===== src/sv/irbfs_pkg.sv =====
// Package with the types and codes shared by the IR beacon frame sequencer files.
`timescale 1ns / 1ps

package irbfs_pkg;

  // Widths fixed by the register map and the item fields.
  localparam int CFG_IDX_W  = 4;
  localparam int CFG_DATA_W = 16;
  localparam int ID_W       = 8;
  localparam int LEN_W      = 16;

  // Register indexes on the configuration port.
  localparam logic [CFG_IDX_W-1:0] REG_BEACON_ID        = 4'd0;
  localparam logic [CFG_IDX_W-1:0] REG_PREAMBLE_ON_LEN  = 4'd1;
  localparam logic [CFG_IDX_W-1:0] REG_PREAMBLE_GAP_LEN = 4'd2;
  localparam logic [CFG_IDX_W-1:0] REG_DATA_BIT_LEN     = 4'd3;
  localparam logic [CFG_IDX_W-1:0] REG_EPILOGUE_ON_LEN  = 4'd4;
  localparam logic [CFG_IDX_W-1:0] REG_EPILOGUE_GAP_LEN = 4'd5;
  localparam logic [CFG_IDX_W-1:0] REG_IDLE_GAP_LEN     = 4'd6;
  localparam logic [CFG_IDX_W-1:0] REG_CARRIER_DIRECT   = 4'd7;

  // Request kinds.
  localparam logic REQ_TICK  = 1'b0;
  localparam logic REQ_START = 1'b1;

  // Frame phases.
  localparam int PH_W = 3;
  localparam logic [PH_W-1:0] PH_IDLE = 3'd0;
  localparam logic [PH_W-1:0] PH_PRE  = 3'd1;
  localparam logic [PH_W-1:0] PH_DATA = 3'd2;
  localparam logic [PH_W-1:0] PH_EGAP = 3'd3;
  localparam logic [PH_W-1:0] PH_EON  = 3'd4;
  localparam logic [PH_W-1:0] PH_END  = 3'd5;

  // Word selector codes.
  localparam logic [1:0] WORD_ID    = 2'd0;
  localparam logic [1:0] WORD_ANGLE = 2'd1;
  localparam logic [1:0] WORD_COMPL = 2'd2;

  typedef struct packed {
    logic            req_type;
    logic [ID_W-1:0] angle_word;
  } in_item_t;

  typedef struct packed {
    logic             carrier_on;
    logic [LEN_W-1:0] period_length;
    logic             start_taken;
    logic             start_refused;
    logic             frame_done;
    logic             busy_res;
  } out_item_t;

  typedef struct packed {
    logic [CFG_IDX_W-1:0]  index;
    logic [CFG_DATA_W-1:0] wdata;
  } cfg_req_t;

endpackage


===== src/sv/irbfs_stream_if.sv =====
// Valid/ready channel interface used for the request, result and configuration channels.
`timescale 1ns / 1ps

interface irbfs_stream_if #(
  parameter type T = logic
);
  logic valid;
  logic ready;
  T     data;

  modport source (output valid, output data, input ready);
  modport sink   (input valid, input data, output ready);
endinterface


===== src/sv/ir_beacon_frame_sequencer_top.sv =====
// Top level of the IR beacon frame sequencer: frame state machine and result register.
`timescale 1ns / 1ps

// The block sends one infrared beacon frame per start request. Each tick
// request (req_type 0) yields the carrier level, after polarity, and the
// length of the period that begins now; a start request (req_type 1) latches
// the angle code and begins a frame when idle, or is refused and flagged when
// a frame is in progress. A frame is a preamble of on, off, on, off, then the
// beacon id, the angle code and its complement, WORD_BITS bits each MSB first,
// then an epilogue of off and on; the following tick returns to idle with the
// interframe length and raises frame_done. Every request gives exactly one
// result. Throughput is one request per clock cycle while out_if.ready is
// high, and the result appears in the cycle after the request is taken: the
// state update is a single pass of logic into the state and result
// registers, and the result register lets a new request in while its output
// waits, as long as out_if.ready is high on that cycle. Configuration writes
// are always taken and should be made only while no result is outstanding.
module ir_beacon_frame_sequencer_top #(
  parameter int WORD_BITS   = 8,
  parameter int PERIOD_BITS = 16
) (
  input  logic clk,
  input  logic rst_n,
  irbfs_stream_if.sink   in_if,
  irbfs_stream_if.source out_if,
  irbfs_stream_if.sink   cfg_if
);

  // Bit counter must hold the preamble steps (0..3), WORD_BITS-1, and give
  // three bits for selecting a bit of an 8-bit word.
  localparam int CLOG_WB = (WORD_BITS > 1) ? $clog2(WORD_BITS) : 1;
  localparam int IDX_W   = (CLOG_WB > 3) ? CLOG_WB : 3;
  localparam logic [IDX_W-1:0] LAST_BIT = IDX_W'(WORD_BITS - 1);
  localparam logic [irbfs_pkg::LEN_W-1:0] PER_MASK =
    (PERIOD_BITS >= irbfs_pkg::LEN_W) ? {irbfs_pkg::LEN_W{1'b1}}
                                      : irbfs_pkg::LEN_W'((64'd1 << PERIOD_BITS) - 64'd1);

  // Configuration registers.
  logic [irbfs_pkg::ID_W-1:0]  beacon_id_r;
  logic [irbfs_pkg::LEN_W-1:0] preamble_on_len_r;
  logic [irbfs_pkg::LEN_W-1:0] preamble_gap_len_r;
  logic [irbfs_pkg::LEN_W-1:0] data_bit_len_r;
  logic [irbfs_pkg::LEN_W-1:0] epilogue_on_len_r;
  logic [irbfs_pkg::LEN_W-1:0] epilogue_gap_len_r;
  logic [irbfs_pkg::LEN_W-1:0] idle_gap_len_r;
  logic                        carrier_direct_r;

  // Frame state.
  logic [irbfs_pkg::PH_W-1:0]  phase_r, phase_nxt;
  logic [1:0]                  word_index_r, word_index_nxt;
  logic [IDX_W-1:0]            bit_index_r, bit_index_nxt;
  logic [irbfs_pkg::ID_W-1:0]  angle_hold_r, angle_hold_nxt;
  logic                        last_level_r, last_level_nxt;
  logic [irbfs_pkg::LEN_W-1:0] last_period_r, last_period_nxt;

  // Result register.
  logic                 out_valid_r;
  irbfs_pkg::out_item_t out_data_r, out_data_nxt;

  logic in_fire;
  logic out_fire;
  logic cfg_fire;

  assign in_if.ready  = !out_valid_r || out_if.ready;
  assign in_fire      = in_if.valid && in_if.ready;
  assign out_fire     = out_valid_r && out_if.ready;
  assign cfg_if.ready = 1'b1;
  assign cfg_fire     = cfg_if.valid;

  assign out_if.valid = out_valid_r;
  assign out_if.data  = out_data_r;

  // Data bit selection: the word is zero extended to WORD_BITS bits, so only
  // the low eight bit positions can carry a one.
  logic [irbfs_pkg::ID_W-1:0] cur_word;
  logic [IDX_W-1:0]           data_b;
  logic [IDX_W-1:0]           data_sh;
  logic                       data_lvl;

  always_comb begin
    case (word_index_r)
      irbfs_pkg::WORD_ID:    cur_word = beacon_id_r;
      irbfs_pkg::WORD_ANGLE: cur_word = angle_hold_r;
      default:               cur_word = ~angle_hold_r;
    endcase
    data_b   = (bit_index_r >= LAST_BIT) ? LAST_BIT : bit_index_r;
    data_sh  = LAST_BIT - data_b;
    data_lvl = ({1'b0, data_sh} < (IDX_W + 1)'(8)) ? cur_word[data_sh[2:0]] : 1'b0;
  end

  // Next state and result for the request at the input.
  always_comb begin
    logic                        taken;
    logic                        refused;
    logic                        done;
    logic                        lvl;
    logic [irbfs_pkg::LEN_W-1:0] per;

    phase_nxt       = phase_r;
    word_index_nxt  = word_index_r;
    bit_index_nxt   = bit_index_r;
    angle_hold_nxt  = angle_hold_r;
    last_level_nxt  = last_level_r;
    last_period_nxt = last_period_r;
    taken           = 1'b0;
    refused         = 1'b0;
    done            = 1'b0;
    lvl             = 1'b0;
    per             = idle_gap_len_r;

    if (in_if.data.req_type == irbfs_pkg::REQ_START) begin
      if (phase_r == irbfs_pkg::PH_IDLE) begin
        taken          = 1'b1;
        angle_hold_nxt = in_if.data.angle_word;
        phase_nxt      = irbfs_pkg::PH_PRE;
        word_index_nxt = '0;
        bit_index_nxt  = '0;
      end else begin
        refused = 1'b1;
      end
    end else begin
      if (phase_r == irbfs_pkg::PH_IDLE) begin
        lvl = 1'b0;
        per = idle_gap_len_r;
      end else if (phase_r == irbfs_pkg::PH_PRE) begin
        // Even steps are carrier on, odd steps are gaps.
        lvl = !bit_index_r[0];
        per = lvl ? preamble_on_len_r : preamble_gap_len_r;
        if (bit_index_r[1:0] == 2'd3) begin
          phase_nxt      = irbfs_pkg::PH_DATA;
          word_index_nxt = '0;
          bit_index_nxt  = '0;
        end else begin
          bit_index_nxt = IDX_W'(bit_index_r[1:0]) + IDX_W'(1);
        end
      end else if (phase_r == irbfs_pkg::PH_DATA && word_index_r != 2'd3) begin
        lvl = data_lvl;
        per = data_bit_len_r;
        if (data_b == LAST_BIT) begin
          bit_index_nxt = '0;
          if (word_index_r == irbfs_pkg::WORD_COMPL) begin
            word_index_nxt = '0;
            phase_nxt      = irbfs_pkg::PH_EGAP;
          end else begin
            word_index_nxt = word_index_r + 2'd1;
          end
        end else begin
          bit_index_nxt = data_b + IDX_W'(1);
        end
      end else if (phase_r == irbfs_pkg::PH_EGAP) begin
        lvl       = 1'b0;
        per       = epilogue_gap_len_r;
        phase_nxt = irbfs_pkg::PH_EON;
      end else if (phase_r == irbfs_pkg::PH_EON) begin
        lvl       = 1'b1;
        per       = epilogue_on_len_r;
        phase_nxt = irbfs_pkg::PH_END;
      end else begin
        // Normal end of frame; unused phase codes end the frame the same way.
        lvl            = 1'b0;
        per            = idle_gap_len_r;
        done           = 1'b1;
        phase_nxt      = irbfs_pkg::PH_IDLE;
        word_index_nxt = '0;
        bit_index_nxt  = '0;
      end
      last_level_nxt  = lvl;
      last_period_nxt = per & PER_MASK;
    end

    out_data_nxt.carrier_on    = carrier_direct_r ? last_level_nxt : !last_level_nxt;
    out_data_nxt.period_length = last_period_nxt;
    out_data_nxt.start_taken   = taken;
    out_data_nxt.start_refused = refused;
    out_data_nxt.frame_done    = done;
    out_data_nxt.busy_res      = (phase_nxt != irbfs_pkg::PH_IDLE);
  end

  // State and result registers.
  always_ff @(posedge clk) begin
    if (!rst_n) begin
      phase_r       <= irbfs_pkg::PH_IDLE;
      word_index_r  <= '0;
      bit_index_r   <= '0;
      angle_hold_r  <= '0;
      last_level_r  <= 1'b0;
      last_period_r <= irbfs_pkg::LEN_W'(1000);
      out_valid_r   <= 1'b0;
    end else begin
      if (in_fire) begin
        phase_r       <= phase_nxt;
        word_index_r  <= word_index_nxt;
        bit_index_r   <= bit_index_nxt;
        angle_hold_r  <= angle_hold_nxt;
        last_level_r  <= last_level_nxt;
        last_period_r <= last_period_nxt;
        out_valid_r   <= 1'b1;
      end else if (out_fire) begin
        out_valid_r <= 1'b0;
      end
    end
  end

  always_ff @(posedge clk) begin
    if (in_fire) begin
      out_data_r <= out_data_nxt;
    end
  end

  // Configuration register file.
  always_ff @(posedge clk) begin
    if (!rst_n) begin
      beacon_id_r        <= '0;
      preamble_on_len_r  <= irbfs_pkg::LEN_W'(750);
      preamble_gap_len_r <= irbfs_pkg::LEN_W'(350);
      data_bit_len_r     <= irbfs_pkg::LEN_W'(500);
      epilogue_on_len_r  <= irbfs_pkg::LEN_W'(750);
      epilogue_gap_len_r <= irbfs_pkg::LEN_W'(350);
      idle_gap_len_r     <= irbfs_pkg::LEN_W'(1000);
      carrier_direct_r   <= 1'b1;
    end else if (cfg_fire) begin
      unique case (cfg_if.data.index)
        irbfs_pkg::REG_BEACON_ID:
          beacon_id_r <= cfg_if.data.wdata[irbfs_pkg::ID_W-1:0];
        irbfs_pkg::REG_PREAMBLE_ON_LEN:
          preamble_on_len_r <= cfg_if.data.wdata[irbfs_pkg::LEN_W-1:0];
        irbfs_pkg::REG_PREAMBLE_GAP_LEN:
          preamble_gap_len_r <= cfg_if.data.wdata[irbfs_pkg::LEN_W-1:0];
        irbfs_pkg::REG_DATA_BIT_LEN:
          data_bit_len_r <= cfg_if.data.wdata[irbfs_pkg::LEN_W-1:0];
        irbfs_pkg::REG_EPILOGUE_ON_LEN:
          epilogue_on_len_r <= cfg_if.data.wdata[irbfs_pkg::LEN_W-1:0];
        irbfs_pkg::REG_EPILOGUE_GAP_LEN:
          epilogue_gap_len_r <= cfg_if.data.wdata[irbfs_pkg::LEN_W-1:0];
        irbfs_pkg::REG_IDLE_GAP_LEN:
          idle_gap_len_r <= cfg_if.data.wdata[irbfs_pkg::LEN_W-1:0];
        irbfs_pkg::REG_CARRIER_DIRECT:
          carrier_direct_r <= cfg_if.data.wdata[0];
        default: begin
        end
      endcase
    end
  end

endmodule


===== src/flat_wrapper.sv =====
// flat-port wrapper written by rule: the top's interface ports become plain ports
module ir_beacon_frame_sequencer_top_flat import irbfs_pkg::*;
#(
  parameter int WORD_BITS   = 8,
  parameter int PERIOD_BITS = 16
)
  (clk, rst_n, in_if_valid, in_if_data, in_if_ready, out_if_valid, out_if_data, out_if_ready, cfg_if_valid, cfg_if_data, cfg_if_ready);
  irbfs_stream_if #(.T(in_item_t)) in_if_i ();
  irbfs_stream_if #(.T(out_item_t)) out_if_i ();
  irbfs_stream_if #(.T(cfg_req_t)) cfg_if_i ();
  input  logic clk;
  input  logic rst_n;
  input wire logic [$bits(in_if_i.valid)-1:0] in_if_valid;
  input wire logic [$bits(in_if_i.data)-1:0] in_if_data;
  output wire logic [$bits(in_if_i.ready)-1:0] in_if_ready;
  output wire logic [$bits(out_if_i.valid)-1:0] out_if_valid;
  output wire logic [$bits(out_if_i.data)-1:0] out_if_data;
  input wire logic [$bits(out_if_i.ready)-1:0] out_if_ready;
  input wire logic [$bits(cfg_if_i.valid)-1:0] cfg_if_valid;
  input wire logic [$bits(cfg_if_i.data)-1:0] cfg_if_data;
  output wire logic [$bits(cfg_if_i.ready)-1:0] cfg_if_ready;
  assign in_if_i.valid = in_if_valid;
  assign in_if_i.data = in_if_data;
  assign in_if_ready = in_if_i.ready;
  assign out_if_valid = out_if_i.valid;
  assign out_if_data = out_if_i.data;
  assign out_if_i.ready = out_if_ready;
  assign cfg_if_i.valid = cfg_if_valid;
  assign cfg_if_i.data = cfg_if_data;
  assign cfg_if_ready = cfg_if_i.ready;
  ir_beacon_frame_sequencer_top #(.WORD_BITS(WORD_BITS), .PERIOD_BITS(PERIOD_BITS)) u_core (.clk(clk), .rst_n(rst_n), .in_if(in_if_i), .out_if(out_if_i), .cfg_if(cfg_if_i));
endmodule

===== config.mk =====
export PLATFORM = sky130hd
export DESIGN_NAME = ir_beacon_frame_sequencer_top_flat
export DESIGN_NICKNAME = d
export VERILOG_FILES = /design/src/sv/irbfs_pkg.sv /design/src/sv/irbfs_stream_if.sv /design/src/sv/ir_beacon_frame_sequencer_top.sv /design/src/flat_wrapper.sv
export SDC_FILE = /design/constraint.sdc
export NUM_CORES = 1
export LEC_CHECK = 0
export ABC_AREA = 1
export BUFFER_PORTS_ARGS = -buffer_cell sky130_fd_sc_hd__buf_2
export CAP_MARGIN = 0
export CORE_ASPECT_RATIO = 0.5
export CORE_MARGIN = 10
export CORE_UTILIZATION = 60
export DETAILED_ROUTE_END_ITERATION = 10
export HOLD_SLACK_MARGIN = 0.08
export PLACE_DENSITY = 0.8
export SYNTH_ARGS = -nofsm -noshare
export SYNTH_HDL_FRONTEND = slang
export SYNTH_SLANG_ARGS = --single-unit

===== constraint.sdc =====
create_clock -name clk -period 2.8 [get_ports clk]
set_clock_uncertainty 0.15 [all_clocks]
set_input_delay 0.14 -clock clk [delete_from_list [all_inputs] [get_ports clk]]
set_output_delay 0.14 -clock clk [all_outputs]
set_load 0.02 [all_outputs]

[Word-level counts from Yosys, hierarchy flattened]
Cells that the tools add are included.
Storage, ports and cells
  input port bits: 34
  latch bits: 0
  word-level logic and storage cells: 126
  bits in registers: 160
  memories kept: 0
  ROM bits: 0
  output and inout bits: 24
  memory bits (writable): 0
Cells by class
  $mul: 0
  add/sub/neg operators: 4
  reduce and logical (&&, ||, !) cells: 24
  bitwise operators: 1
  divide/modulo/power cells: 0
  shift operators: 0
  multiplexer cells: 52
  $lt $le $gt $ge: 2
  equal/unequal tests: 22
Operator list (count)
  2-to-1 mux 16 bit: 7
  2-to-1 mux 3 bit: 20
  2-to-1 mux 2 bit: 10
  equality test 4 x 3 -> 1 bit (second input constant): 4
  case mux 8 bit (2 select lines): 1
  AND reduction 2 bit: 8
  2-to-1 mux 1 bit: 13
  equality test 4 x 2 -> 1 bit (second input constant): 2
  != test 4 x 2 -> 1 bit (second input constant): 2
  inverter 8 bit: 1
  AND reduction 7 bit: 1
  equality test 3 x 2 -> 1 bit (second input constant): 2
  equality test 3 bit (second input constant): 2
  AND reduction 5 bit: 1
  OR reduction 5 bit: 1
  equality test 2 bit (second input constant): 2
  equality test 4 x 1 -> 1 bit (second input constant): 1
  zero test 4 bit: 1
  less-than comparator 3 x 4 -> 1 bit (second input constant): 1
  != test 2 bit (second input constant): 2
  != test 4 x 3 -> 1 bit (second input constant): 1
  adder 2 x 1 -> 3 bit (second input constant): 1
  adder 3 x 1 -> 3 bit (second input constant): 1
  binary-select mux 1 bit (select 3 bit): 1
  other kinds (15): 19

[Longest topological paths before layout]
  depth after elaboration: 11
  gate-level depth with buffers: 15
  mapped depth without buffers: 15

[Least setup slack after synthesis]
No wires, ideal clock.
  kind: reg-to-reg
  start point: register u_core.phase_r[0] (netlist bit)
  end point: register u_core.word_index_r[0]
  slack: 827 ps
  stages on the path, launching flop included: 10
  required time: 2522 ps
  buffers on the path: 1
  clock period less this slack: 1973 ps
  setup time: 128 ps
  data arrival time: 1695 ps
  cell sequence: dfxtp_1 -> nor2_2 -> nand2_1 -> inv_2 -> buf_2 -> ha_1 -> nor3_2 -> o211ai_1 -> o21ai_1 -> a21oi_1
On the way
  longest elaborated chain between the ends: 6
  elaborated cells on any way between the ends: 17
  classes of those cells: eq/ne (10); mux (4); reduce/logical (3)
Ends and longest elaborated chain
  from (decl): line ir_beacon_frame_sequencer_top.sv:49  | logic [irbfs_pkg::PH_W-1:0] phase_r, phase_nxt;
  from (signal assigned): line ir_beacon_frame_sequencer_top.sv:182  | phase_r <= irbfs_pkg::PH_IDLE;
  from (signal assigned): line ir_beacon_frame_sequencer_top.sv:191  | phase_r <= phase_nxt;
  equality test 3 x 2 -> 1 bit: line ir_beacon_frame_sequencer_top.sv:136  | end else if (phase_r == irbfs_pkg::PH_DATA && word_index_r != 2'd3) begin
  logical AND 1 bit: line ir_beacon_frame_sequencer_top.sv:136
  2-to-1 mux 2 bit: line ir_beacon_frame_sequencer_top.sv:136
  2-to-1 mux 2 bit: line ir_beacon_frame_sequencer_top.sv:125  | end else if (phase_r == irbfs_pkg::PH_PRE) begin
  2-to-1 mux 2 bit: line ir_beacon_frame_sequencer_top.sv:122  | if (phase_r == irbfs_pkg::PH_IDLE) begin
  2-to-1 mux 2 bit: line ir_beacon_frame_sequencer_top.sv:111  | if (in_if.data.req_type == irbfs_pkg::REQ_START) begin
  to (signal assigned): line ir_beacon_frame_sequencer_top.sv:192  | word_index_r <= word_index_nxt;
  to (decl): line ir_beacon_frame_sequencer_top.sv:50  | logic [1:0] word_index_r, word_index_nxt;
Parallel ways exist; a longest one is shown, timed or not. The select of a mux whose other input is x is not followed.
A chain may end at the register's enable or synchronous reset.

[Worst setup path after layout]
  start point: input cfg_if_data[19]
  end point: register u_core.epilogue_gap_len_r[8] (netlist bit)
On the way
  longest elaborated chain between the ends: 2
Ends and longest elaborated chain
  from (decl): line flat_wrapper.sv:20  | input wire logic [$bits(cfg_if_i.data)-1:0] cfg_if_data;
  equality test 4 x 3 -> 1 bit: line ir_beacon_frame_sequencer_top.sv:222  | unique case (cfg_if.data.index)
  AND reduction 2 bit (no line)
  to (signal assigned): line ir_beacon_frame_sequencer_top.sv:218  | epilogue_gap_len_r <= irbfs_pkg::LEN_W'(350);
  to (signal assigned): line ir_beacon_frame_sequencer_top.sv:234  | epilogue_gap_len_r <= cfg_if.data.wdata[irbfs_pkg::LEN_W-1:0];
  to (decl): line ir_beacon_frame_sequencer_top.sv:44  | logic [irbfs_pkg::LEN_W-1:0] epilogue_gap_len_r;
No other way between the ends.

==> summary by stage <==
Logic synthesis
The commonest cells after synthesis are nand2_1 (203), nor2_1 (166), dfxtp_1 (139). The share of flip-flops with an asynchronous set or reset is 0. In this run, synthesis produced a sequential element count of 160. The biggest area contributor in the post-synthesis netlist is dfxtp_1. The total nets after synthesis is 1,028. The count of flip-flops with a built-in enable after synthesis is 21.

The number of warning messages in the yosys log is 0. For this run, the leading register cell type out of synthesis is dfxtp_1. The cell with the most instances after synthesis is nand2_1. After synthesis, the netlist uses 36 different library cells. After synthesis, the cell types taking the most area are dfxtp_1 (39%), nand2_1 (11%), edfxtp_1 (8.8%), nor2_1 (8.7%), o21ai_0 (6.1%). The sequential-to-total area share from yosys stat is 0.476. The cell count after synthesis is between 900 and 1,000. After synthesis, the mean cell area works out to 7.23 um^2.

Of the post-synthesis cell area, the dominant cell type holds 0.388. The synthesized netlist occupies a cell area of around 0.007 mm^2.

Floorplan
The area of the core region is 0.0117 mm^2. The die boundary height is 97.3 um. The number of standard-cell rows in the floorplan is 28.

From left edge to right edge, the die measures 175 um. The number of top-level pins is 58. The starting utilization of the core area is 0.611. The total die area is 0.0170 mm^2.

Final layout
In the final layout, the multi-input gates occupy between 0.003 and 0.004 mm^2. The final-stage net count is ~1,100. The share of the core filled with cells is 0.718. The post-synthesis to final-layout area growth is 17.6%. The design area is about 0.0084 mm^2. Summing all flip-flop and latch instances after layout gives between 0.003 and 0.004 mm^2. For this run, the number of standard cells in the final layout without fillers is about 1,200. The number of antenna diodes is 0. The layout cell share with drive strength beyond 1 is 0.128.

The number of filler cells placed in the layout is ~960.

GRT
The pin count of the biggest net entering global routing is 37. Across every metal layer, demand over resource in global routing totals 0.238. The number of antenna violations at the first check in global routing is 0. The global-route wire length before repair is 33.0 mm. The via count of the first global-routing pass came to about 6,300. Global routing finished with a remaining overflow of 0.

Routing
Detailed routing placed a total of 2.70 mm of wire on met3. The average via count per standard cell is about 5.7. The detailed router used layers up to and including met4. The aggregate routed wire length is just over 20 mm. In the routed design, unresolved DRC markers number 0. The overall via count from detail_route is around 7,000. The initial detailed-routing violation count is 873. The antenna violation net count after detailed routing is 0. Dividing the detail-routed wire length by the instance count gives 16.7 um. The pre-antenna-repair detailed-routing pass consisted of 6 iterations. The routed metal-1 wirelength is 8.96 mm. The met2 wirelength from detailed routing is just under 9 mm.

STA
The number of setup violations in the final report is 0. The summed negative setup slack over all endpoints is 0 ns. Headroom to the max-slew limit came out at 0.392. The fmax is 0.416 GHz.

Setup repair after global routing left no endpoint under its margin. For the pin with the worst max-slew slack, the measured transition is just over 0.9 ns. The worst path in the final design needs a cycle of around 2.4 ns, including I/O delays and setup. The final hold violation count is 0. The total count of max-transition violations in the final report is 0. The final period utilization is 0.858.

Setup path
STA classifies the critical path startpoint as an input pin. The critical path in this run is classified as in2reg. The reg2reg setup slack is around 0.42 ns. STA puts the critical path data required time at about 3.0 ns. The worst reg-to-reg path cell count is 10.

The worst-path maximum fanout is 17. STA puts the critical path data arrival time at 2.56 ns. The capturing element type of the critical path is a register.

The worst register-to-register path ends at u_core.last_period_r[0]$_SDFFE_PN0P_. The worst flop-to-flop path startpoint is u_core.phase_r[0]$_SDFFE_PN0P_.

Clock tree
The H-tree generated during clock tree synthesis spans 4 levels. The clock root buffer is clkbuf_16. The clock drives 160 sinks. The deepest clock path buffer count is 2. The total setup buffers inserted after CTS is 0.

TritonCTS built the clock tree. The number of buffers created by CTS is 17. The clock-pin transition on the worst setup and hold timing paths is about 0.070 ns. The insertion delay to the later sink of the worst-skew pair is approximately 0.43 ns.

Hold path
In this run the worst hold path is classified as in2reg. In this run the most critical hold path is launched from in_if_valid. The number of instances on the worst hold path is 3. For hold timing, the worst endpoint is u_core.out_if.valid$_SDFFE_PN0P_.

Job
The tool flagged a number of max-cap violations equal to 0.

Power and ir drop
The share of total power dissipated in combinational logic is 0.142. The relative contribution of sequential cells to total power is 0.454. In this run the power density over the cells is 656 mW/mm^2. For this design the static power due to leakage is ~3.8 nW. Of the total power, the share spent switching nets is 0.282. The highest ir drop seen on vdd is 0.379 mV.

For this design the total switching power over the nets is 1.56 mW. The internal power consumption is 3.97 mW. The final total power is approximately 5.5 mW. The clock share of power is 0.404.

Placement
The congestion estimate from routability-driven global placement came to about 0.86. Input and output buffers added on the ports amount to 56. Once placement finished, the instance area stood at between 0.007 and 0.008 mm^2.

The detailed-placement wirelength estimate is between 10 and 15 mm. In this run, placement finished with an instance count of between 1,000 and 1,500.

Run status
The run finished with clean final reports.
-- logic make-up after synthesis --
logic type	synth area share
simple gates	0.284
compound gates	0.156
flops	0.476
buf+inv	0.0777
fa+ha+maj	0.00524
other cells	0.000523
-- power groups by stage --
stage	Combinational [mW]	Sequential (mW)	Clock [mW]
final	0.787	2.51	2.24
after detailed placement	0.727	2.56	0
after global routing	0.875	2.52	2.32
after CTS	0.768	2.51	2.24
after floorplan	0.476	2.57	0
after global placement	0.715	2.55	0
-- per-layer routing --
layer,vias up,GRT usage
li1,3380,-
met1,3195,0.320
met2,403,0.347
met3,27,0.0826
met4,0,0.0848
met5,-,0
-- state kept, by name, indices dropped and copies added, names as in the netlist --
name / count
u_core.last_level_r: 1
u_core.last_period_r: 16
u_core.phase_r: 3
u_core.angle_hold_r: 8
u_core.out_if.valid: 1
u_core.carrier_direct_r: 1
u_core.word_index_r: 2
u_core.beacon_id_r: 8
u_core.idle_gap_len_r: 16
u_core.epilogue_on_len_r: 16
u_core.data_bit_len_r: 16
u_core.bit_index_r: 3
u_core.epilogue_gap_len_r: 16
u_core.out_if.data: 21
u_core.preamble_on_len_r: 16
u_core.preamble_gap_len_r: 16
-- cell type report --
cell class / count / share of cell area
Clock buffer: 20 / 0.0542
Clock inverter: 12 / 0.0131
Inverter: 86 / 0.0386
Multi-Input combinational cell: 691 / 0.379
Sequential cell: 160 / 0.405
Tap cell: 165 / 0.0245
Timing Repair Buffer: 103 / 0.0852
-- worst max-delay path, cell delays in order --
cell           delay, ns
dlygate4sd3_1       0.53
buf_2               0.12
nor2_1              0.09
nand2_1             0.10
nor2_1              0.10
buf_4               0.26
inv_1               0.38
nand2_1             0.16
nand3_1             0.08
dlygate4sd3_1       0.59
-- per-stage QoR --
stage	hold WS [ns]	setup WS (ns)
final	0.138	0.399
after global routing	0.175	0.169
after CTS	0.139	0.247
after detailed placement	0.279	0.262
after global placement	0.265	0.310
after floorplan	0.103	0.827
-- cell usage in the layout (no fill, tap or decap), drive strengths merged, types with 3 or more instances in the layout --
| master | n |
|---|---|
| a21oi | 47 |
| edfxtp | 21 |
| o211ai | 24 |
| o21ai | 128 |
| nor2 | 168 |
| buf | 69 |
| ha | 3 |
| dfxtp | 139 |
| nand3 | 63 |
| a211oi | 3 |
| nand2 | 207 |
| clkbuf | 20 |
| nor3 | 5 |
| dlygate4sd3 | 34 |
| nand4 | 20 |
| or2 | 16 |
| clkinv | 9 |
| inv | 86 |
-- worst max path at each step --
stage	to	slack, ns	startpoint
2_1_floorplan	u_core.word_index_r[0]$_SDFFE_PN0P_	0.83	u_core.phase_r[0]$_SDFFE_PN0P_
3_3_place_gp	u_core.out_if.data[20]$_DFFE_PP_	0.31	u_core.bit_index_r[0]$_SDFFE_PN0P_
3_5_place_dp	u_core.out_if.data[20]$_DFFE_PP_	0.26	u_core.bit_index_r[0]$_SDFFE_PN0P_
4_1_cts	u_core.out_if.data[20]$_DFFE_PP_	0.25	u_core.bit_index_r[0]$_SDFFE_PN0P_
5_1_grt	u_core.out_if.data[20]$_DFFE_PP_	0.17	u_core.bit_index_r[0]$_SDFFE_PN0P_
6_report	u_core.epilogue_gap_len_r[8]$_SDFFE_PN1P_	0.40	cfg_if_data[19]
-- repair_timing --
item / 4_1_cts / 5_1_grt
resized for setup: 0 / 1
hold endpoints to repair: 116 / 0
endpoints found under the setup margin: 0 / 1
hold buffers: 34 / 0
No activity file was read; power rests on OpenSTA's default activity.
